--- config.mk ---
export PLATFORM = sky130hd
export DESIGN_NAME = software_timer_table
export DESIGN_NICKNAME = d
export VERILOG_FILES = /design/src/rtl/stt_pkg.sv /design/src/rtl/stt_ram.sv /design/src/rtl/stt_slot_alu.sv /design/src/rtl/software_timer_table.sv
export SDC_FILE = /design/constraint.sdc
export NUM_CORES = 2
export LEC_CHECK = 0
export BUFFER_PORTS_ARGS = -buffer_cell sky130_fd_sc_hd__buf_4
export CORE_MARGIN = 5
export CORE_UTILIZATION = 25
export DETAILED_ROUTE_END_ITERATION = 6
export GPL_TIMING_DRIVEN = 0
export PLACE_DENSITY = 0.47
export SLEW_MARGIN = 20
export SYNTH_ARGS = -nofsm -noshare
export SYNTH_HDL_FRONTEND = slang
export SYNTH_HIERARCHICAL = 1
export SYNTH_SLANG_ARGS = --single-unit
--- constraint.sdc ---
create_clock -name aclk -period 13.1 [get_ports aclk]
set_clock_uncertainty 0.2 [all_clocks]
set_input_delay 0.655 -clock aclk [delete_from_list [all_inputs] [get_ports aclk]]
set_output_delay 0.655 -clock aclk [all_outputs]
set_load 0.01 [all_outputs]
--- src/rtl/stt_pkg.sv ---
// ----------------------------------------------------------------------------
// stt_pkg
// Types and constants shared by the software timer table modules.
// ----------------------------------------------------------------------------
`default_nettype none

package stt_pkg;

    // Default number of timer slots
    localparam int STT_TIMER_SLOTS = 16;

    // Command codes
    typedef enum logic [1:0] {
        OP_START_ONE    = 2'd0,
        OP_START_RELOAD = 2'd1,
        OP_STOP         = 2'd2,
        OP_TICK         = 2'd3
    } stt_op_t;

    // Status codes on kind-0 words
    typedef enum logic [1:0] {
        ST_OK        = 2'd0,
        ST_NO_SLOT   = 2'd1,
        ST_NOT_FOUND = 2'd2
    } stt_status_t;

    // Result kinds
    localparam logic KIND_STATUS = 1'b0;
    localparam logic KIND_EXPIRY = 1'b1;

    // One slot as held in the slot RAM
    typedef struct packed {
        logic [7:0]  task_id;
        logic [15:0] event_mask;
        logic [31:0] remaining;
        logic [31:0] reload;
    } stt_slot_t;

    // Verdict of the slot unit on the slot under scan
    typedef struct packed {
        logic      match;     // used and keyed by the command's task/event
        logic      vacant;    // slot free
        logic      emit;      // tick: expiry word due
        logic      free_slot; // tick: slot to be freed
        logic      rewrite;   // tick: slot stays, write new_slot back
        stt_slot_t new_slot;
    } stt_slot_res_t;

endpackage

`default_nettype wire

--- src/rtl/stt_ram.sv ---
// ----------------------------------------------------------------------------
// stt_ram
// Generic single-write, single-read RAM with registered read data.
// ----------------------------------------------------------------------------
`default_nettype none

module stt_ram #(
    parameter int  WIDTH  = 8,
    parameter int  DEPTH  = 16,
    localparam int ADDR_W = (DEPTH > 1) ? $clog2(DEPTH) : 1
) (
    input  wire logic              clk,
    input  wire logic              wr_en,
    input  wire logic [ADDR_W-1:0] wr_addr,
    input  wire logic [WIDTH-1:0]  wr_data,
    input  wire logic [ADDR_W-1:0] rd_addr,
    output logic      [WIDTH-1:0]  rd_data
);

    logic [WIDTH-1:0] mem [DEPTH];

    // Write port
    always_ff @(posedge clk) begin
        if (wr_en) begin
            mem[wr_addr] <= wr_data;
        end
    end

    // Registered read, old data on a same-address write
    always_ff @(posedge clk) begin
        rd_data <= mem[rd_addr];
    end

endmodule

`default_nettype wire

--- src/rtl/stt_slot_alu.sv ---
// ----------------------------------------------------------------------------
// stt_slot_alu
// Shared per-slot unit: key compare and saturating countdown of one slot.
// ----------------------------------------------------------------------------
`default_nettype none

module stt_slot_alu
    import stt_pkg::*;
(
    input  wire logic          used,
    input  wire stt_slot_t     slot,
    input  wire logic [7:0]    task_id,
    input  wire logic [15:0]   cmd_event,
    input  wire logic [31:0]   amount,
    output stt_slot_res_t      res
);

    logic [32:0] diff;
    logic        expired;
    logic        ev_live;

    // Countdown: borrow or exact zero means the timer has run out
    assign diff    = {1'b0, slot.remaining} - {1'b0, amount};
    assign expired = diff[32] || (diff[31:0] == 32'd0);
    assign ev_live = (slot.event_mask != 16'd0);

    always_comb begin
        res           = '0;
        res.match     = used && (slot.task_id == task_id) && (slot.event_mask == cmd_event);
        res.vacant    = !used;
        res.emit      = used && ev_live && expired;
        // stopped timers and expired one-shots leave the table
        res.free_slot = used && (!ev_live || (expired && (slot.reload == 32'd0)));
        res.rewrite   = used && !res.free_slot;
        res.new_slot  = slot;
        // expired reloading timers rearm, others keep counting
        res.new_slot.remaining = expired ? slot.reload : diff[31:0];
    end

endmodule

`default_nettype wire

--- src/rtl/software_timer_table.sv ---
// ----------------------------------------------------------------------------
// software_timer_table
// Table of one-shot and reloading timers keyed by task and event, scanned one slot
// per cycle, barring expiry stalls, by a small sequencer around a shared slot unit.
// ----------------------------------------------------------------------------
//  channel  | direction | handshake         | payload
//  s_       | in        | s_valid / s_ready | opcode, task, event, time amount
//  m_       | out       | m_valid / m_ready | kind, status, task, event, clock, last
//
//  Every command passes from acceptance through S_SCAN, which visits each slot
//  in turn through the slot RAM read port and slot unit, to S_FINISH, which
//  loads the last word.
//  A stalled m_ready holds the scan on a slot whose expiry word cannot yet be
//  loaded, and holds the finish cycle. s_ready is high only while idle.
//  Reset (aresetn low, synchronous) frees every slot and zeroes the clock;
//  no clearing pass runs, the slot RAM is only read through used slots.
// ----------------------------------------------------------------------------
`default_nettype none

module software_timer_table
    import stt_pkg::*;
#(
    parameter int TIMER_SLOTS = STT_TIMER_SLOTS
) (
    input  wire logic        aclk,
    input  wire logic        aresetn,
    input  wire logic        s_valid,
    output logic             s_ready,
    input  wire logic [1:0]  s_opcode,
    input  wire logic [7:0]  s_task_number,
    input  wire logic [15:0] s_event_mask,
    input  wire logic [31:0] s_time_amount,
    output logic             m_valid,
    input  wire logic        m_ready,
    output logic             m_result_kind,
    output logic [1:0]       m_status_code,
    output logic [7:0]       m_fired_task,
    output logic [15:0]      m_fired_event,
    output logic [31:0]      m_clock_now,
    output logic             m_last_result
);

    localparam int               IDX_W    = (TIMER_SLOTS > 1) ? $clog2(TIMER_SLOTS) : 1;
    localparam logic [IDX_W-1:0] LAST_IDX = IDX_W'(TIMER_SLOTS - 1);

    typedef enum logic [2:0] {
        S_IDLE   = 3'b001,
        S_SCAN   = 3'b010,
        S_FINISH = 3'b100
    } state_t;

    // Control state
    state_t                 state_reg, state_next;
    logic [IDX_W-1:0]       idx_reg, idx_next;
    logic [31:0]            clock_reg, clock_next;
    logic [TIMER_SLOTS-1:0] used_reg, used_next;
    logic                   found_reg, found_next;
    logic                   vacant_found_reg, vacant_found_next;
    logic                   m_valid_reg, m_valid_next;

    // Command and scan payload
    stt_op_t                op_reg;
    logic [7:0]             task_reg;
    logic [15:0]            event_reg;
    logic [31:0]            amount_reg;
    logic [IDX_W-1:0]       match_idx_reg, match_idx_next;
    stt_slot_t              match_word_reg, match_word_next;
    logic [IDX_W-1:0]       vacant_idx_reg, vacant_idx_next;

    // Output word registers
    logic                   out_kind_reg;
    stt_status_t            out_status_reg;
    logic [7:0]             out_task_reg;
    logic [15:0]            out_event_reg;
    logic [31:0]            out_clock_reg;
    logic                   out_last_reg;

    // Sequencer outputs
    logic                   accept;
    logic                   out_free;
    logic                   load_out;
    logic                   out_kind;
    stt_status_t            out_status;
    logic [7:0]             out_task;
    logic [15:0]            out_event;
    logic                   out_last;
    logic                   ram_we;
    logic [IDX_W-1:0]       ram_waddr;
    stt_slot_t              ram_wdata;
    logic [IDX_W-1:0]       ram_raddr;
    stt_slot_t              ram_rdata;
    stt_slot_res_t          alu_res;

    assign accept   = s_valid && s_ready;
    assign out_free = !m_valid_reg || m_ready;
    assign s_ready  = (state_reg == S_IDLE);

    // Slot store
    stt_ram #(
        .WIDTH($bits(stt_slot_t)),
        .DEPTH(TIMER_SLOTS)
    ) u_slot_ram (
        .clk    (aclk),
        .wr_en  (ram_we),
        .wr_addr(ram_waddr),
        .wr_data(ram_wdata),
        .rd_addr(ram_raddr),
        .rd_data(ram_rdata)
    );

    // Shared compare / countdown unit on the slot under scan
    stt_slot_alu u_slot_alu (
        .used     (used_reg[idx_reg]),
        .slot     (ram_rdata),
        .task_id  (task_reg),
        .cmd_event(event_reg),
        .amount   (amount_reg),
        .res      (alu_res)
    );

    // Sequencer
    always_comb begin
        logic      is_tick;
        logic      is_reload;
        logic      advance;
        stt_slot_t wr_word;

        is_tick   = (op_reg == OP_TICK);
        is_reload = (op_reg == OP_START_RELOAD);
        advance   = 1'b0;
        wr_word   = match_word_reg;

        state_next        = state_reg;
        idx_next          = idx_reg;
        clock_next        = clock_reg;
        used_next         = used_reg;
        found_next        = found_reg;
        vacant_found_next = vacant_found_reg;
        match_idx_next    = match_idx_reg;
        match_word_next   = match_word_reg;
        vacant_idx_next   = vacant_idx_reg;

        load_out   = 1'b0;
        out_kind   = KIND_STATUS;
        out_status = ST_OK;
        out_task   = 8'd0;
        out_event  = 16'd0;
        out_last   = 1'b1;
        ram_we     = 1'b0;
        ram_waddr  = idx_reg;
        ram_wdata  = alu_res.new_slot;
        ram_raddr  = '0;

        unique case (state_reg)
            S_IDLE: begin
                if (accept) begin
                    state_next        = S_SCAN;
                    idx_next          = '0;
                    found_next        = 1'b0;
                    vacant_found_next = 1'b0;
                    if (s_opcode == OP_TICK) begin
                        clock_next = clock_reg + s_time_amount;
                    end
                end
            end

            S_SCAN: begin
                // a pending expiry word holds the scan on this slot
                advance = !(is_tick && alu_res.emit) || out_free;

                if (advance) begin
                    ram_raddr = (idx_reg == LAST_IDX) ? '0 : idx_reg + 1'b1;
                end else begin
                    ram_raddr = idx_reg;
                end

                if (advance) begin
                    if (is_tick) begin
                        ram_we = alu_res.rewrite;
                        if (alu_res.free_slot) begin
                            used_next[idx_reg] = 1'b0;
                        end
                        if (alu_res.emit) begin
                            load_out  = 1'b1;
                            out_kind  = KIND_EXPIRY;
                            out_task  = ram_rdata.task_id;
                            out_event = ram_rdata.event_mask;
                            out_last  = 1'b0;
                        end
                    end else begin
                        // lowest matching and lowest vacant slot
                        if (alu_res.match && !found_reg) begin
                            found_next      = 1'b1;
                            match_idx_next  = idx_reg;
                            match_word_next = ram_rdata;
                        end
                        if (alu_res.vacant && !vacant_found_reg) begin
                            vacant_found_next = 1'b1;
                            vacant_idx_next   = idx_reg;
                        end
                    end

                    if (idx_reg == LAST_IDX) begin
                        state_next = S_FINISH;
                    end else begin
                        idx_next = idx_reg + 1'b1;
                    end
                end
            end

            S_FINISH: begin
                if (out_free) begin
                    load_out   = 1'b1;
                    state_next = S_IDLE;
                    if (op_reg == OP_STOP) begin
                        if (found_reg) begin
                            wr_word.event_mask = 16'd0;
                            ram_we    = 1'b1;
                            ram_waddr = match_idx_reg;
                            ram_wdata = wr_word;
                        end else begin
                            out_status = ST_NOT_FOUND;
                        end
                    end else if (!is_tick) begin
                        wr_word.task_id    = task_reg;
                        wr_word.event_mask = event_reg;
                        wr_word.remaining  = amount_reg;
                        if (found_reg) begin
                            // existing key: remaining, and reload on a reload start
                            if (is_reload) begin
                                wr_word.reload = amount_reg;
                            end
                            ram_we    = 1'b1;
                            ram_waddr = match_idx_reg;
                            ram_wdata = wr_word;
                        end else if (vacant_found_reg) begin
                            wr_word.reload = is_reload ? amount_reg : 32'd0;
                            ram_we    = 1'b1;
                            ram_waddr = vacant_idx_reg;
                            ram_wdata = wr_word;
                            used_next[vacant_idx_reg] = 1'b1;
                        end else begin
                            out_status = ST_NO_SLOT;
                        end
                    end
                end
            end

            default: begin
                state_next = S_IDLE;
            end
        endcase

        if (load_out) begin
            m_valid_next = 1'b1;
        end else if (m_ready) begin
            m_valid_next = 1'b0;
        end else begin
            m_valid_next = m_valid_reg;
        end
    end

    // Control registers
    always_ff @(posedge aclk) begin
        if (!aresetn) begin
            state_reg        <= S_IDLE;
            idx_reg          <= '0;
            clock_reg        <= 32'd0;
            used_reg         <= '0;
            found_reg        <= 1'b0;
            vacant_found_reg <= 1'b0;
            m_valid_reg      <= 1'b0;
        end else begin
            state_reg        <= state_next;
            idx_reg          <= idx_next;
            clock_reg        <= clock_next;
            used_reg         <= used_next;
            found_reg        <= found_next;
            vacant_found_reg <= vacant_found_next;
            m_valid_reg      <= m_valid_next;
        end
    end

    // Command capture and scan trackers
    always_ff @(posedge aclk) begin
        if (accept) begin
            op_reg     <= stt_op_t'(s_opcode);
            task_reg   <= s_task_number;
            event_reg  <= s_event_mask;
            amount_reg <= s_time_amount;
        end
        match_idx_reg  <= match_idx_next;
        match_word_reg <= match_word_next;
        vacant_idx_reg <= vacant_idx_next;
    end

    // Output word register
    always_ff @(posedge aclk) begin
        if (load_out) begin
            out_kind_reg   <= out_kind;
            out_status_reg <= out_status;
            out_task_reg   <= out_task;
            out_event_reg  <= out_event;
            out_clock_reg  <= clock_reg;
            out_last_reg   <= out_last;
        end
    end

    assign m_valid       = m_valid_reg;
    assign m_result_kind = out_kind_reg;
    assign m_status_code = out_status_reg;
    assign m_fired_task  = out_task_reg;
    assign m_fired_event = out_event_reg;
    assign m_clock_now   = out_clock_reg;
    assign m_last_result = out_last_reg;

endmodule

`default_nettype wire

# Word-level counts from Yosys, hierarchy flattened
# Memory sizes are Yosys's and may differ from the RTL's. A register that Yosys moved wholly into a read port is not among the register bits.
# Index checks and enable logic that the tools add are counted.
[classes] bitwise_logic=4 muxes=77 n_addsub=3 reduce_logical=41 n_eq_ne=24 order_cmp=4
[op_table] cell="88-bit two-way mux" n=7
[op_table] cell="16-bit two-way mux" n=8
[op_table] cell="32-bit two-way mux" n=3
[op_table] cell="32-bit logical NOT" n=2
[op_table] cell="4-bit two-way mux" n=13
[op_table] cell="32-bit by 32-bit subtractor with 33-bit output" n=1
[op_table] cell="32-bit adder" n=1
[op_table] cell="16-bit one-hot mux with 2 select lines" n=1
[op_table] cell="1-bit two-way mux" n=30
[op_table] cell="2-bit inequality test, second input constant" n=13
[op_table] cell="4-bit AND reduction" n=5
[op_table] cell="16-bit AND" n=1
[op_table] cell="16-bit == test" n=1
[op_table] cell="16-bit NOT" n=1
[op_table] cell="16-bit bitwise OR" n=1
[op_table] cell="16-bit nonzero test" n=1
[op_table] cell="1-bit logical AND" n=13
[op_table] cell="3-bit two-way mux" n=4
[op_table] cell="4-bit by 5-bit < comparator with 1-bit output, second input constant" n=2
[op_table] cell="5-bit AND reduction" n=2
[op_table] cell="3-bit one-hot mux with 3 select lines" n=1
[op_table] cell="9-bit AND reduction" n=1
[op_table] cell="1-bit demux with 4-bit select" n=2
[op_table] cell="8-bit == test" n=1
[op_table] cell="other kinds (19)" n=38
[totals] out_inout_bits=62 mem_bits_rw=1408 in_bits=62 register_bits=256 n_memories=1
[memory_table] memory="u_slot_ram.mem" depth=16 word_bits=88 read_ports=1 rd_ports_with_merged_regs=1 wr=1 line="stt_ram.sv:20" text="logic [WIDTH-1:0] mem [DEPTH];"

# Logic depth before layout (Yosys ltp)
[depth] depth_word=13 depth_mapped=25

# Cells and area by module
# Netlist, hierarchy kept.
[by_module_without_submodules] mod="stt_ram" area_per_inst_um2=54355.9 cells_each=2256 seq_area_each_um2=44042.2 instances=1
[by_module_without_submodules] mod="software_timer_table" area_per_inst_um2=11860.1 cells_each=1074 seq_area_each_um2=7106.8 instances=1
[by_module_without_submodules] mod="stt_slot_alu" area_per_inst_um2=3554.7 cells_each=518 seq_area_each_um2=0.0 instances=1

# Least setup slack after synthesis
# OpenSTA, ideal clock, no wires.
[synth_path] path_kind="reg-to-reg" startpoint="register amount_reg[0]" endpoint="memory u_slot_ram/mem[0][0] (netlist bit) (enable)" path_slack_ns=2.656 path_buffers=1 synth_period_minus_slack_ns=10.444 path_stages_with_launch=19 t_required_ns=12.258 arrival_time_ns=9.601 path_cell_list="edfxtp_1 > ha_1 > fa_1 > nand2b_1 > a21oi_1 > o21bai_1 > a21oi_1 > o21ai_0 > o31ai_1 > xor2_1 > or4_4 > o21a_2 > buf_6 > nor2_1 > nand2_1 > nand3_1 > nand2_1 > or3b_1 > nor3_1"
[synth_rtl] item="start, declared" line="software_timer_table.sv:65" text="logic [31:0] amount_reg;"
[synth_rtl] item="start signal, assigned" line="software_timer_table.sv:290" text="amount_reg <= s_time_amount;"
[synth_rtl] item="end, declared" line="stt_ram.sv:20"

==> results.json <==
{
  "largest_reg_flops": 1408,
  "dpl.hpwl_um": 158800,
  "clock_path_buffers": 3,
  "cts_buffers": 188,
  "critPathMostFrequentCell": "nand2_1",
  "htreeDepth": 4,
  "grt_usage": 0.1480,
  "gp_congestion": 0.9091,
  "grt_max_degree": 43,
  "final_layout_size_suffix_gt1_frac": 0.2492,
  "end_kind": "register",
  "status": "complete, no violations",
  "path_cells": "inv_1 -> ha_1 -> clkbuf_1 -> nand2_1 -> or3_1 -> a2111oi_0 -> o31ai_1 -> a2111oi_1 -> nand4_1 -> or4_4 -> o21a_2 -> buf_6 -> nor2_1 -> nand2_1 -> nor2_1 -> nand2_1 -> a21oi_1 -> buf_2 -> buf_2 -> clkbuf_1 -> mux4_2 -> a22oi_1 -> nand2_1",
  "path_buf_inv": 6,
  "pin_count": 124,
  "hold_viol": 0,
  "cts_sinks": 1752,
  "nets": 4519,
  "syn_to_final_growth_pct": 21.98,
  "wl_per_cell_um": 26.73,
  "p_leak_nw": 23.11,
  "die_h_um": 538.3,
  "worstSetupPathType": "reg -> reg",
  "crit_path_max_incr_delay_ns": 0.92,
  "antenna_left": 0,
  "cts_tree": "yes",
  "yosysTopAreaCell": "edfxtp_1",
  "crit_family": "buffers and inverters",
  "rsz0062_at_grt": "false",
  "report.final.setup_viol": 0,
  "syn-mean-instance-area_um2": 18.13,
  "start_util": 0.2504,
  "syn_area_mm2": 0.06977,
  "synthesis.nets": 3979,
  "max_slew_margin": 0.1759,
  "antenna_found_initial": 20,
  "post_cts_buffers": 0,
  "yosys_register_bits": 1752,
  "coreArea_mm2": 0.2787,
  "clkTransAtPathRegs_ns": 0.07,
  "drt-total-wl_um": 221200,
  "netlist_instances": 3848,
  "p_total_mw": 11.88,
  "synthArstFlopShare": 0,
  "max_freq_mhz": 116.2,
  "grt_pass1_wl_um": 309200,
  "synth_top_area_share": 0.6912,
  "cts_root_buf": "clkbuf_16",
  "postCtsResizedCells": 0,
  "crit_path_start_kind": "register",
  "dieArea_mm2": 0.2897,
  "yosysMostFrequentCell": "edfxtp_1",
  "synth.distinct_cells": 82,
  "r2r_setup_slack_ns": 4.50,
  "first_pass_iters": 6,
  "grt_pass1_vias": 39628,
  "final.min_clock_period_ns": 8.603,
  "multi_input_area_mm2": 0.01741,
  "arrival_ns": 9.11,
  "cpMaxStageDelayCell": "clkbuf_1",
  "port_buffers": 123,
  "drt_iter0_markers": 3703,
  "p_per_area_mw_per_mm2": 139.6,
  "chipWidth_um": 538.3,
  "drc_errors": 0,
  "vias_per_cell": 4.746,
  "gr-total-overflow": 0,
  "period_share": 0.6567,
  "tightest_slew_ns": 1.236,
  "yosysSeqAreaShare": 0.7331,
  "vias": 39284,
  "hold_class": "in -> reg",
  "synth_edf_count": 1606,
  "yosysWarnings": 6,
  "yosys-top-cells-area": "edfxtp_1 (69%), mux4_2 (12%), dfxtp_1 (4.2%), a22oi_1 (2.5%), nand2_1 (1.3%)",
  "rows": 194,
  "slew_viol_final": 0,
  "insertion_delay_ns": 0.87,
  "n_fill_cell": 27460,
  "ir_drop_v": 0.00009558,
  "synth_common_cells": "edfxtp_1 (1606), mux4_2 (357), nand2_1 (237)",
  "seq_area_mm2": 0.05115,
  "synth-main-ff-cell": "edfxtp_1",
  "finalSetupTns_ns": 0,
  "path_max_fanout": 10,
  "maxCapViolations": 0,
  "ctsHoldBuffers": 59,
  "cp.required_ns": 13.60
}
-- layout make-up --
| type | instances | share of cell area |
|---|---|---|
| Antenna cell | 4 | 0.0001176 |
| Buffer | 243 | 0.01539 |
| Clock buffer | 265 | 0.06186 |
| Clock inverter | 87 | 0.01175 |
| Inverter | 55 | 0.002455 |
| Multi-Input combinational cell | 1798 | 0.2046 |
| Sequential cell | 1752 | 0.6010 |
| Tap cell | 3724 | 0.05475 |
| Timing Repair Buffer | 350 | 0.04812 |
-- routing by layer --
metal  share of wire  vias up  track usage
met4           0.032        0      0.04502
met1            0.42    21089       0.1925
met2            0.50     1151       0.2550
met3           0.046      304      0.02176
met5               0        -            0
li1                -    16740            -
-- power breakdown --
group | internal (mW) | total [mW] | switching (mW)
registers | 6.10 | 6.13 | 0.0313
logic | 0.134 | 0.399 | 0.265
clock network | 3.06 | 5.35 | 2.28
total | 9.30 | 11.9 | 2.58
-- per-stage QoR --
stage	instances	setup slack, ns	util	hold WS [ns]	instance area (um^2)
global placement	7695	-8.132	0.2704	0.2383	75350
floorplan	3848	2.656	-	0.2082	69770
detailed placement	7862	4.638	0.2804	0.2438	78150
finish	8278	4.497	0.3054	0.1124	85110
global route	8276	4.268	0.3054	0.1187	85100
CTS	8273	4.565	0.3050	0.04852	85000
-- final timing paths --
| check | startpoint | depth (start not counted) | to |
|---|---|---|---|
| worst max-delay path | amount_reg[21]$_DFFE_PP_ | 23 | u_slot_ram/rd_data[26]$_DFF_P_ |
| worst min-delay path | s_valid | 3 | state_reg[1]$_SDFFE_PN0P_ |
| worst max register to register | amount_reg[21]$_DFFE_PP_ | 23 | u_slot_ram/rd_data[26]$_DFF_P_ |
| worst min register to register | u_slot_ram/rd_data[40]$_DFF_P_ | 0 | match_word_reg[40]$_DFFE_PP_ |
-- tightest hold or removal path: cells and delay by family --
kind / cells / cell delay (ns)
AND/OR/NAND/NOR: 1 / 0.20
AO/OA/AOI/OAI: 1 / 0.19
buffers and inverters: 1 / 0.08
-- layout by cell type, fill, tap and decap left out, drive strengths merged, types with 22 or more instances in the layout --
cell | Yosys | routed
mux4 | 357 | 357
a21oi | 152 | 152
xnor2 | 31 | 31
edfxtp | 1606 | 1606
buf | 136 | 427
and2 | 38 | 38
nor4 | 22 | 22
nand2 | 237 | 237
clkbuf | 107 | 372
o21ai | 88 | 88
ha | 67 | 67
nor3 | 24 | 24
inv | 55 | 61
nand3 | 52 | 52
xor2 | 37 | 37
o22ai | 42 | 42
a22oi | 236 | 236
clkinv | 0 | 65
a21o | 33 | 33
nor2 | 140 | 140
dfxtp | 146 | 146
dlygate4sd3 | 0 | 59
-- kinds of logic after synthesis --
kind of cell    Yosys count  share of synthesized area
compound gates          676                    0.06479
mux                     372                     0.1181
flops                  1752                     0.7331
buf+inv                 298                    0.02166
simple gates            613                    0.04121
xor+xnor                 68                   0.008536
fa+ha+maj                69                    0.01259
(Power assumes the default switching activity.)
